===== src/sv/arc_pkg.sv =====
package arc_pkg;

   // Default table depth
   localparam int TABLE_ENTRIES_DEF = 128;

   // Field widths
   localparam int CMD_W     = 2;
   localparam int IP_W      = 32;
   localparam int MAC_W     = 48;
   localparam int STAMP_W   = 32;
   localparam int STATUS_W  = 3;
   localparam int SLOT_W    = 7;
   localparam int TIMEOUT_W = 16;

   // Reset value of the timeout register
   localparam logic [TIMEOUT_W-1:0] TIMEOUT_RESET = 16'd15;

   // Command codes
   localparam logic [CMD_W-1:0] CMD_LOOKUP = 2'd0;
   localparam logic [CMD_W-1:0] CMD_INSERT = 2'd1;
   localparam logic [CMD_W-1:0] CMD_TICK   = 2'd2;

   // Status codes
   localparam logic [STATUS_W-1:0] STAT_HIT      = 3'd0;
   localparam logic [STATUS_W-1:0] STAT_MISS     = 3'd1;
   localparam logic [STATUS_W-1:0] STAT_INSERTED = 3'd2;
   localparam logic [STATUS_W-1:0] STAT_FULL     = 3'd3;
   localparam logic [STATUS_W-1:0] STAT_TICK     = 3'd4;

   typedef logic [SLOT_W-1:0] slot_type;

   // Request transaction
   typedef struct packed {
      logic [CMD_W-1:0] command;
      logic [IP_W-1:0]  ip_address;
      logic [MAC_W-1:0] mac_address;
   } req_type;

   // Response transaction
   typedef struct packed {
      logic [STATUS_W-1:0] status;
      logic [MAC_W-1:0]    mac_out;
      slot_type            slot;
   } rsp_type;

   // One table entry as stored in memory
   typedef struct packed {
      logic               valid;
      logic [IP_W-1:0]    ip;
      logic [MAC_W-1:0]   mac;
      logic [STAMP_W-1:0] stamp;
   } entry_type;

endpackage


===== src/sv/arc_scan.sv =====
module arc_scan #(
   parameter int TABLE_ENTRIES = arc_pkg::TABLE_ENTRIES_DEF
) (
   input  logic                                clock,
   input  logic                                reset,
   input  logic                                req_valid,
   output logic                                req_ready,
   input  arc_pkg::req_type                    req_data,
   input  logic [arc_pkg::TIMEOUT_W-1:0]       timeout,
   output logic                                res_valid,
   input  logic                                res_take,
   output arc_pkg::rsp_type                    res_data,
   output logic                                wr_en,
   output logic [$clog2(TABLE_ENTRIES)-1:0]    wr_addr,
   output arc_pkg::entry_type                  wr_data,
   output logic                                rd_en,
   output logic [$clog2(TABLE_ENTRIES)-1:0]    rd_addr,
   input  arc_pkg::entry_type                  rd_data
);

   localparam int IDX_W = $clog2(TABLE_ENTRIES);
   localparam logic [IDX_W-1:0] LastIdx = IDX_W'(TABLE_ENTRIES - 1);

   typedef enum logic [3:0] {
      S_CLEAR = 4'b0001,
      S_IDLE  = 4'b0010,
      S_SCAN  = 4'b0100,
      S_DONE  = 4'b1000
   } state_type;

   state_type                          state_ff, state_in;
   logic [IDX_W-1:0]                   addr_ff, addr_in;
   logic                               rd_done_ff, rd_done_in;
   logic                               chk_vld_ff, chk_vld_in;
   logic [IDX_W-1:0]                   chk_idx_ff, chk_idx_in;
   logic [arc_pkg::CMD_W-1:0]          cmd_ff, cmd_in;
   logic [arc_pkg::IP_W-1:0]           ip_ff, ip_in;
   logic [arc_pkg::MAC_W-1:0]          mac_ff, mac_in;
   logic [arc_pkg::STAMP_W-1:0]        seconds_ff, seconds_in;
   arc_pkg::rsp_type                   res_ff, res_in;

   logic                               accept;
   logic [arc_pkg::STAMP_W-1:0]        age;
   logic                               ip_match;
   logic                               expired;
   logic                               chk_last;

   assign accept    = req_valid && req_ready;
   assign req_ready = (state_ff == S_IDLE);
   assign res_valid = (state_ff == S_DONE);
   assign res_data  = res_ff;

   // Shared compare unit: one entry per cycle
   assign age      = seconds_ff - rd_data.stamp;
   assign ip_match = rd_data.valid && (rd_data.ip == ip_ff);
   assign expired  = rd_data.valid &&
                     (age > {{(arc_pkg::STAMP_W - arc_pkg::TIMEOUT_W){1'b0}}, timeout});
   assign chk_last = (chk_idx_ff == LastIdx);

   // Sequencer
   always_comb begin
      state_in   = state_ff;
      addr_in    = addr_ff;
      rd_done_in = rd_done_ff;
      chk_vld_in = 1'b0;
      chk_idx_in = addr_ff;
      cmd_in     = cmd_ff;
      ip_in      = ip_ff;
      mac_in     = mac_ff;
      seconds_in = seconds_ff;
      res_in     = res_ff;
      rd_en      = 1'b0;
      rd_addr    = addr_ff;
      wr_en      = 1'b0;
      wr_addr    = chk_idx_ff;
      wr_data    = rd_data;

      unique case (state_ff)
         S_CLEAR: begin
            // Post-reset pass that marks every slot invalid
            wr_en   = 1'b1;
            wr_addr = addr_ff;
            wr_data = '0;
            addr_in = addr_ff + 1'b1;
            if (addr_ff == LastIdx) begin
               addr_in  = '0;
               state_in = S_IDLE;
            end
         end
         S_IDLE: begin
            if (accept) begin
               cmd_in     = req_data.command;
               ip_in      = req_data.ip_address;
               mac_in     = req_data.mac_address;
               addr_in    = '0;
               rd_done_in = 1'b0;
               state_in   = S_SCAN;
               res_in     = '0;
               unique case (req_data.command)
                  arc_pkg::CMD_LOOKUP: res_in.status = arc_pkg::STAT_MISS;
                  arc_pkg::CMD_INSERT: res_in.status = arc_pkg::STAT_FULL;
                  arc_pkg::CMD_TICK: begin
                     res_in.status = arc_pkg::STAT_TICK;
                     seconds_in    = seconds_ff + 1'b1;
                  end
                  default: begin
                     res_in.status = arc_pkg::STAT_MISS;
                     state_in      = S_DONE;
                  end
               endcase
            end
         end
         S_SCAN: begin
            // Issue the next sequential read
            rd_en      = !rd_done_ff;
            chk_vld_in = !rd_done_ff;
            if (!rd_done_ff) begin
               addr_in = addr_ff + 1'b1;
               if (addr_ff == LastIdx) begin
                  rd_done_in = 1'b1;
               end
            end
            // Check the entry read in the previous cycle
            if (chk_vld_ff) begin
               unique case (cmd_ff)
                  arc_pkg::CMD_LOOKUP: begin
                     if (ip_match) begin
                        res_in.status  = arc_pkg::STAT_HIT;
                        res_in.mac_out = rd_data.mac;
                        res_in.slot    = arc_pkg::slot_type'(chk_idx_ff);
                     end
                     if (chk_last) begin
                        state_in = S_DONE;
                     end
                  end
                  arc_pkg::CMD_INSERT: begin
                     if (!rd_data.valid) begin
                        wr_en         = 1'b1;
                        wr_data.valid = 1'b1;
                        wr_data.ip    = ip_ff;
                        wr_data.mac   = mac_ff;
                        wr_data.stamp = seconds_ff;
                        res_in.status = arc_pkg::STAT_INSERTED;
                        res_in.slot   = arc_pkg::slot_type'(chk_idx_ff);
                        state_in      = S_DONE;
                     end else if (chk_last) begin
                        state_in = S_DONE;
                     end
                  end
                  default: begin
                     // Aging sweep
                     if (expired) begin
                        wr_en         = 1'b1;
                        wr_data.valid = 1'b0;
                     end
                     if (chk_last) begin
                        state_in = S_DONE;
                     end
                  end
               endcase
            end
         end
         S_DONE: begin
            if (res_take) begin
               state_in = S_IDLE;
            end
         end
         default: begin
            state_in = S_CLEAR;
            addr_in  = '0;
         end
      endcase
   end

   // Control state
   always_ff @(posedge clock) begin
      if (reset) begin
         state_ff   <= S_CLEAR;
         addr_ff    <= '0;
         rd_done_ff <= 1'b0;
         chk_vld_ff <= 1'b0;
         seconds_ff <= '0;
      end else begin
         state_ff   <= state_in;
         addr_ff    <= addr_in;
         rd_done_ff <= rd_done_in;
         chk_vld_ff <= chk_vld_in;
         seconds_ff <= seconds_in;
      end
   end

   // Payload registers
   always_ff @(posedge clock) begin
      chk_idx_ff <= chk_idx_in;
      cmd_ff     <= cmd_in;
      ip_ff      <= ip_in;
      mac_ff     <= mac_in;
      res_ff     <= res_in;
   end

endmodule


===== config.mk =====
export PLATFORM = sky130hd
export DESIGN_NAME = arc_scan
export DESIGN_NICKNAME = d
export VERILOG_FILES = /design/src/sv/arc_pkg.sv /design/src/sv/arc_scan.sv
export SDC_FILE = /design/constraint.sdc
export NUM_CORES = 1
export LEC_CHECK = 0
export CAP_MARGIN = 0
export CORE_MARGIN = 10
export CORE_UTILIZATION = 36
export CTS_CLUSTER_SIZE = 25
export DETAILED_ROUTE_END_ITERATION = 7
export DONT_BUFFER_PORTS = 1
export PLACE_DENSITY_LB_ADDON = 0.1
export SLEW_MARGIN = 15
export SYNTH_ARGS = -nofsm -noshare
export SYNTH_HDL_FRONTEND = slang
export SYNTH_SLANG_ARGS = --single-unit
export TNS_END_PERCENT = 1

===== constraint.sdc =====
create_clock -name clock -period 8.5 [get_ports clock]
set_clock_uncertainty 0.05 [all_clocks]
set_input_delay 1.7 -clock clock [delete_from_list [all_inputs] [get_ports clock]]
set_output_delay 1.7 -clock clock [all_outputs]
set_load 0.005 [all_outputs]

==> results.md, run 1 <==
* Worst-path maximum fanout at 4
* DRC viols at 0
* # rows at 64
* DR iter-0 viols at 463
* R2R Setup Slk at 5.07 ns
* TritonCTS Buffers at 17
* Launch point of the worst reg-to-reg path: ip_ff[8]
* FMAX at 132 MHz
* Die Wd at 197 µm
* Worst VDD drop at 180 µV
* Area delta synth->final at 8.61%
* Syn. warnings at 0
* # setup viols final at 0
* Pwr/cell area at 167 nW/µm²
* HP Class: reg -> reg
* Post-cts resize count at 0
* Total negative setup slack at 0 ns
* Design area at 12200 µm²
* Die ar. at 38800 µm²
* Ys async rst share at 0
* Clock-pin slew on the worst setup and hold paths at 0.07 ns
* Number of global-route vias before repair at 8797
* Cell total after placement at 1607
* Sequential-to-total area share from yosys stat at 0.466
* Placement-stage cell area at 11600 µm²
* Hold Buf Count CTS at 0
* Setup crit end kind: primary output
* Worst setup margin at 0.944 ns
* Final worst path period share at 0.889
* CTS tree: built
* Outcome: finished clean
* Post-Syn Nets at 1524
* Most frequent cells in the layout: nand2_1, edfxtp_1, nand3_1
* Drt first pass iters at 5
* Post-synthesis cell count at 1259
* # H-tree levels at 4
* DP Worst Slack at 0.891 ns
* Ys flop type: edfxtp_1
* IO Pins at 404
* Fin. max-slew vios at 0
* Crit Path Category: in -> out
* Starting Density at 0.366
* Share of cells above drive strength 1 at 0.0555
* Worst Reg2Reg Path Length in Cells at 8
* Syn avg cell area at 8.95 µm²
* Min-delay src: rd_addr[2]
* Final design utilization at 0.398
* Total GRT Usage at 0.193
* Post-Syn Area at 11300 µm²
* Postcts setup bufs at 0
* Total Nets Final at 1495
* Die Height at 197 µm
* CTS Sinks at 192
* GRT Residual Overflow at 0
* Top post-synthesis cells by area: edfxtp_1, dfxtp_1, nand2_1
* Slew @ Worst Pin at 1.01 ns
* Via density per instance at 5.43
* First-pass GRT wire length at 56600 µm
* Post-synth top area share at 0.373
* Clk root buf: clkbuf_16
* Yosys reg bits at 192
* IO buf count at 0
* Max-Cap Viols at 0
* Final ANT Viol Nets at 0
* Post-synth top area cell: edfxtp_1
* Type of origin of the critical path: input pin
* Crit path required time at 6.75 ns
* Hold path endpoint: chk_idx_ff[2]
* Number of synthesized flops with an enable pin at 140
* Distinct cells, synth at 70
* P_leak at 4.84 nW
* Routed WL at 38800 µm
* Period minus WS final at 7.56 ns
* Fin cells at 1641
* Core area at 30700 µm²
* DR WL/cell at 23.6 µm
* DR vias at 8918
* Max clock buf depth at 2
* DP Wirelength at 30400 µm
* Gpl congestion at 0.865
* Hold Fails Final Rpt at 0
* Most common cell after layout, fill and taps aside: nand2_1
* WP data arrival at 5.81 ns
* Largest net degree at the start of global routing at 83
* Max_slew headroom at 0.329
* RSZ-0062 raised after global routing: no
* Skew-Pair Late Insertion Delay at 0.46 ns
* Fill cells at 3111
* RR Endpoint: res_data[33]
* Initial antenna violation count at 3
* Hold Path Depth at 0
final cells by class:
| class | instances | area, µm² | area share |
|---|---|---|---|
| clock inverters | 15 | 165 | 0.0135 |
| clock buffers | 17 | 425 | 0.0348 |
| well taps | 396 | 495 | 0.0405 |
| repair buffers | 9 | 67.6 | 0.00552 |
| multi-input cells | 951 | 5610 | 0.458 |
| diodes | 2 | 5.00 | 0.000409 |
| inverters | 59 | 223 | 0.0182 |
| flip-flops and latches | 192 | 5250 | 0.429 |
report_power, final:
| part | internal, W | switching, W | leakage, nW |
|---|---|---|---|
| clock | 0.000419 | 0.000410 | 0.286 |
| sequential | 0.00100 | 0.00000850 | 1.58 |
| combinational | 0.0000686 | 0.000128 | 2.97 |
| total | 0.00149 | 0.000546 | 4.84 |
critical path, cell delays in order:
cell and delay, ns:
inv_1 0.02, ha_1 0.34, and2_4 0.18, a221o_1 0.37, or2_1 0.30, a21o_1 0.19
a21oi_1 0.17, xnor2_1 0.14, ha_1 0.26, and2_1 0.16, a221o_1 0.29, a21oi_1 0.17
a211oi_1 0.12, nor4_1 0.28, nand4b_1 0.12, a2111oi_1 0.38, nand4b_1 0.23, nand3_1 0.14
a31o_1 0.22
logic make-up (layout without fill, tap and decap cells):
kind of cell | after synthesis | after routing | share of synthesized area
other | 0 | 2 | 0
multiplexers | 11 | 11 | 0.0106
AO/OA/AOI/OAI | 162 | 162 | 0.0916
flip-flops | 192 | 192 | 0.466
AND/OR/NAND/NOR | 646 | 646 | 0.273
XOR/XNOR | 82 | 82 | 0.0637
adder cells (fa/ha/maj) | 50 | 50 | 0.0562
buffers and inverters | 116 | 100 | 0.0395
cell usage after synthesis (all sizes together), types with 8 or more instances:
master and n:
clkbuf 40, nor2 77, xnor2 48, nor2b 8, or3 10, nand2 273
nand2b 12, a21o 13, inv 59, dfxtp 52, edfxtp 140, nor3 11
nand3 131, xor2 34, nand4 23, a21oi 56, ha 49, o21ai 37
and2 65, and3 11, buf 17
per-stage QoR:
step	hold WS, ns	power (W)
final	0.411	0.00204
after global routing	0.433	0.00212
after CTS	0.415	0.00207
after detailed placement	0.404	0.00123
after global placement	0.402	0.00123
after floorplan	0.345	0.00118
how the worst max path moves through the flow:
stage | from | to | cells after the start
after floorplan | rd_data[3] | wr_en | 19
after global placement | rd_data[3] | wr_en | 19
after detailed placement | rd_data[3] | wr_data[112] | 19
after CTS | rd_data[3] | wr_data[112] | 19
after global routing | rd_data[3] | wr_en | 19
final | rd_data[3] | wr_data[112] | 19
state kept, by name (all words and copies together) (netlist names):
| register | count |
|---|---|
| chk_idx_ff | 7 |
| cmd_ff | 2 |
| res_data | 58 |
| rd_done_ff | 1 |
| seconds_ff | 32 |
| chk_vld_ff | 1 |
| mac_ff | 48 |
| ip_ff | 32 |
| state_ff | 4 |
| rd_addr | 7 |
per-layer routing:
| layer | GRT usage | wire length [µm] |
|---|---|---|
| met3 | 0.0881 | 3830 |
| met1 | 0.218 | 15300 |
| met2 | 0.322 | 18900 |
| met4 | 0.0567 | 727 |
| met5 | 0 | 38 |
Power figures use the tool's default switching activity.
==> run 2: changes to the inputs <==
--- a/config.mk
+++ b/config.mk
@@ -7,12 +7,12 @@
 export LEC_CHECK = 0
 export CAP_MARGIN = 0
 export CORE_MARGIN = 10
-export CORE_UTILIZATION = 36
+export CORE_UTILIZATION = 40
 export CTS_CLUSTER_SIZE = 25
 export DETAILED_ROUTE_END_ITERATION = 7
 export DONT_BUFFER_PORTS = 1
 export PLACE_DENSITY_LB_ADDON = 0.1
-export SLEW_MARGIN = 15
+export SLEW_MARGIN = 25
 export SYNTH_ARGS = -nofsm -noshare
 export SYNTH_HDL_FRONTEND = slang
 export SYNTH_SLANG_ARGS = --single-unit
==> constraint.sdc (replaced) <==
create_clock -name clock -period 8.5 [get_ports clock]
set_clock_uncertainty 0.05 [all_clocks]
set_input_delay 0.85 -clock clock [delete_from_list [all_inputs] [get_ports clock]]
set_output_delay 0.85 -clock clock [all_outputs]
set_load 0.005 [all_outputs]
==> results.md, run 2 (synthesis gave the netlist of run 1 again) <==
* Final design utilization at 0.440 (was 0.398)
* Most frequent cells in the layout: nand2_1, edfxtp_1, nand3_1 (unchanged)
* Total Power at 0.00202 W (was 0.00204 W)
* # rows at 61 (was 64)
* Clk root buf: clkbuf_16 (unchanged)
* Gpl congestion at 0.885 (was 0.865)
* FMAX at 169 MHz (was 132 MHz)
* Worst VDD drop at 119 µV (was 180 µV)
* Fin cells at 1624 (was 1641)
* P_leak at 4.84 nW (about the same)
* DRC viols at 0 (unchanged)
* RSZ-0062 raised after global routing: no (unchanged)
* DP Wirelength at 29700 µm (was 30400 µm)
* R2R Setup Slk at 4.97 ns (was 5.07 ns)
* Max_slew headroom at 0.339 (was 0.329)
* Slew @ Worst Pin at 0.992 ns (was 1.01 ns)
* Initial antenna violation count at 6 (was 3)
* Post-cts resize count at 0 (unchanged)
* IO Pins at 404 (unchanged)
* Crit path to: wr_en (was wr_data[112])
* Fin. max-slew vios at 0 (unchanged)
* CTS tree: built (unchanged)
* Via density per instance at 5.51 (was 5.43)
* Die Height at 188 µm (was 197 µm)
* DR WL/cell at 23.2 µm (was 23.6 µm)
* Final worst path period share at 0.698 (was 0.889)
* Postcts setup bufs at 0 (unchanged)
* Area delta synth->final at 8.47% (was 8.61%)
* IO buf count at 0 (unchanged)
* Cell total after placement at 1588 (was 1607)
* GRT Residual Overflow at 0 (unchanged)
* # setup viols final at 0 (unchanged)
* Period minus WS final at 5.93 ns (was 7.56 ns)
* Worst-path maximum fanout at 4 (unchanged)
* Worst Reg2Reg Path Length in Cells at 8 (unchanged)
* Die Wd at 188 µm (was 197 µm)
* Die ar. at 35300 µm² (was 38800 µm²)
* Total Nets Final at 1494 (was 1495)
* Hold Buf Count CTS at 0 (unchanged)
* Fill cells at 2765 (was 3111)
* Share of cells above drive strength 1 at 0.0556 (was 0.0555)
* Hold Fails Final Rpt at 0 (unchanged)
* Register area at 5250 µm² (unchanged)
* DR iter-0 viols at 518 (was 463)
* # H-tree levels at 4 (unchanged)
* CP max stage cell: a2111oi_0 (was a2111oi_1)
* Total negative setup slack at 0 ns (unchanged)
* CTS Sinks at 192 (unchanged)
* DR vias at 8943 (was 8918)
* Most common cell after layout, fill and taps aside: nand2_1 (unchanged)
* Hold Path Depth at 0 (unchanged)
* Crit path required time at 7.60 ns (was 6.75 ns)
* Skew-Pair Late Insertion Delay at 0.45 ns (was 0.46 ns)
* Total GRT Usage at 0.207 (was 0.193)
* Outcome: finished clean (unchanged)
* Number of global-route vias before repair at 8857 (was 8797)
* Setup crit start: rd_data[3] (unchanged)
* Max reg flops at 58 (unchanged)
* Drt first pass iters at 5 (unchanged)
* Largest net degree at the start of global routing at 96 (was 83)
* Launch point of the worst reg-to-reg path: ip_ff[20] (was ip_ff[8])
* Multi-input combinational cell area at 5610 µm² (about the same)
* Max clock buf depth at 2 (unchanged)
* Type of origin of the critical path: input pin (unchanged)
* Hold Slack at 0.407 ns (was 0.411 ns)
* Routed WL at 37700 µm (was 38800 µm)
* Crit Path Category: in -> out (unchanged)
* Max-Cap Viols at 0 (unchanged)
* Core area at 27800 µm² (was 30700 µm²)
* Final ANT Viol Nets at 0 (unchanged)
* Clock-pin slew on the worst setup and hold paths at 0.08 ns (was 0.07 ns)
* First-pass GRT wire length at 56100 µm (was 56600 µm)
* Worst stage delay on the critical path at 0.42 ns (was 0.38 ns)
* WP data arrival at 5.03 ns (was 5.81 ns)
* RR Endpoint: res_data[18] (was res_data[33])
* CP cell instances: inv_1, ha_1, and2_4, a221o_1, o21ba_2, nor2_1, o21ai_0, xor2_1, ha_1, and4_1, nand4_1, nor3_1, a21oi_1, a2111oi_0, nand4b_1, a2111oi_1, nand4b_1, a31oi_1, o21ai_1 (was inv_1, ha_1, and2_4, a221o_1, or2_1, a21o_1, a21oi_1, xnor2_1, ha_1, and2_1, a221o_1, a21oi_1, a211oi_1, nor4_1, nand4b_1, a2111oi_1, nand4b_1, nand3_1, a31o_1)
* TritonCTS Buffers at 17 (unchanged)
* Pwr/cell area at 165 nW/µm² (was 167 nW/µm²)
* HP Class: reg -> reg (unchanged)
* Setup crit end kind: primary output (unchanged)
* Starting Density at 0.406 (was 0.366)
-- run 2: changes by cell type in the layout (fill, tap and decap cells not counted), sizes merged --
cell,before,now
diode,2,4
clkinv,6,9
buf,9,8
bufinv,1,0
clkinvlp,2,0
-- run 2: critical path: cells and delay by family --
kind            cells  cell delay [ns]
compound gates      8             1.99
fa+ha+maj           2             0.61
simple gates        7             1.39
buf+inv             1             0.02
xor+xnor            1             0.16
-- run 2: worst min-delay path by stage --
stage                                to        from
after floorplan           chk_idx_ff[5]  rd_addr[5]
after global placement    chk_idx_ff[2]  rd_addr[2]
after detailed placement  chk_idx_ff[2]  rd_addr[2]
after CTS                 seconds_ff[4]       reset
after global routing      seconds_ff[3]       reset
final                     chk_idx_ff[5]  rd_addr[5]
-- run 2: area by class of cell --
class,count,area share
Inverter,59,0.0182
Clock inverter,15,0.0134
Sequential cell,192,0.429
Clock buffer,17,0.0348
Multi-Input combinational cell,951,0.459
Tap cell,378,0.0387
Timing Repair Buffer,8,0.00553
Antenna cell,4,0.000819
-- run 2: metrics by stage --
step                      setup slack, ns  cell area (µm²)
after floorplan                      3.15            11300
after global placement               2.67            11600
after detailed placement             2.60            11600
after CTS                            2.57            12200
after global routing                 2.23            12200
final                                2.57            12200
-- run 2: power by group --
group	switching (W)	internal, W	leakage [nW]
clock network	0.000413	0.000396	0.291
logic	0.000126	0.0000689	2.97
registers	0.00000858	0.00100	1.58
-- run 2: layer usage --
layer	share of wire	GRT usage	wire length, µm
met5	0.00048	0	18
met4	0.020	0.0622	743
met3	0.094	0.0878	3540
met2	0.49	0.350	18600
met1	0.39	0.232	14800
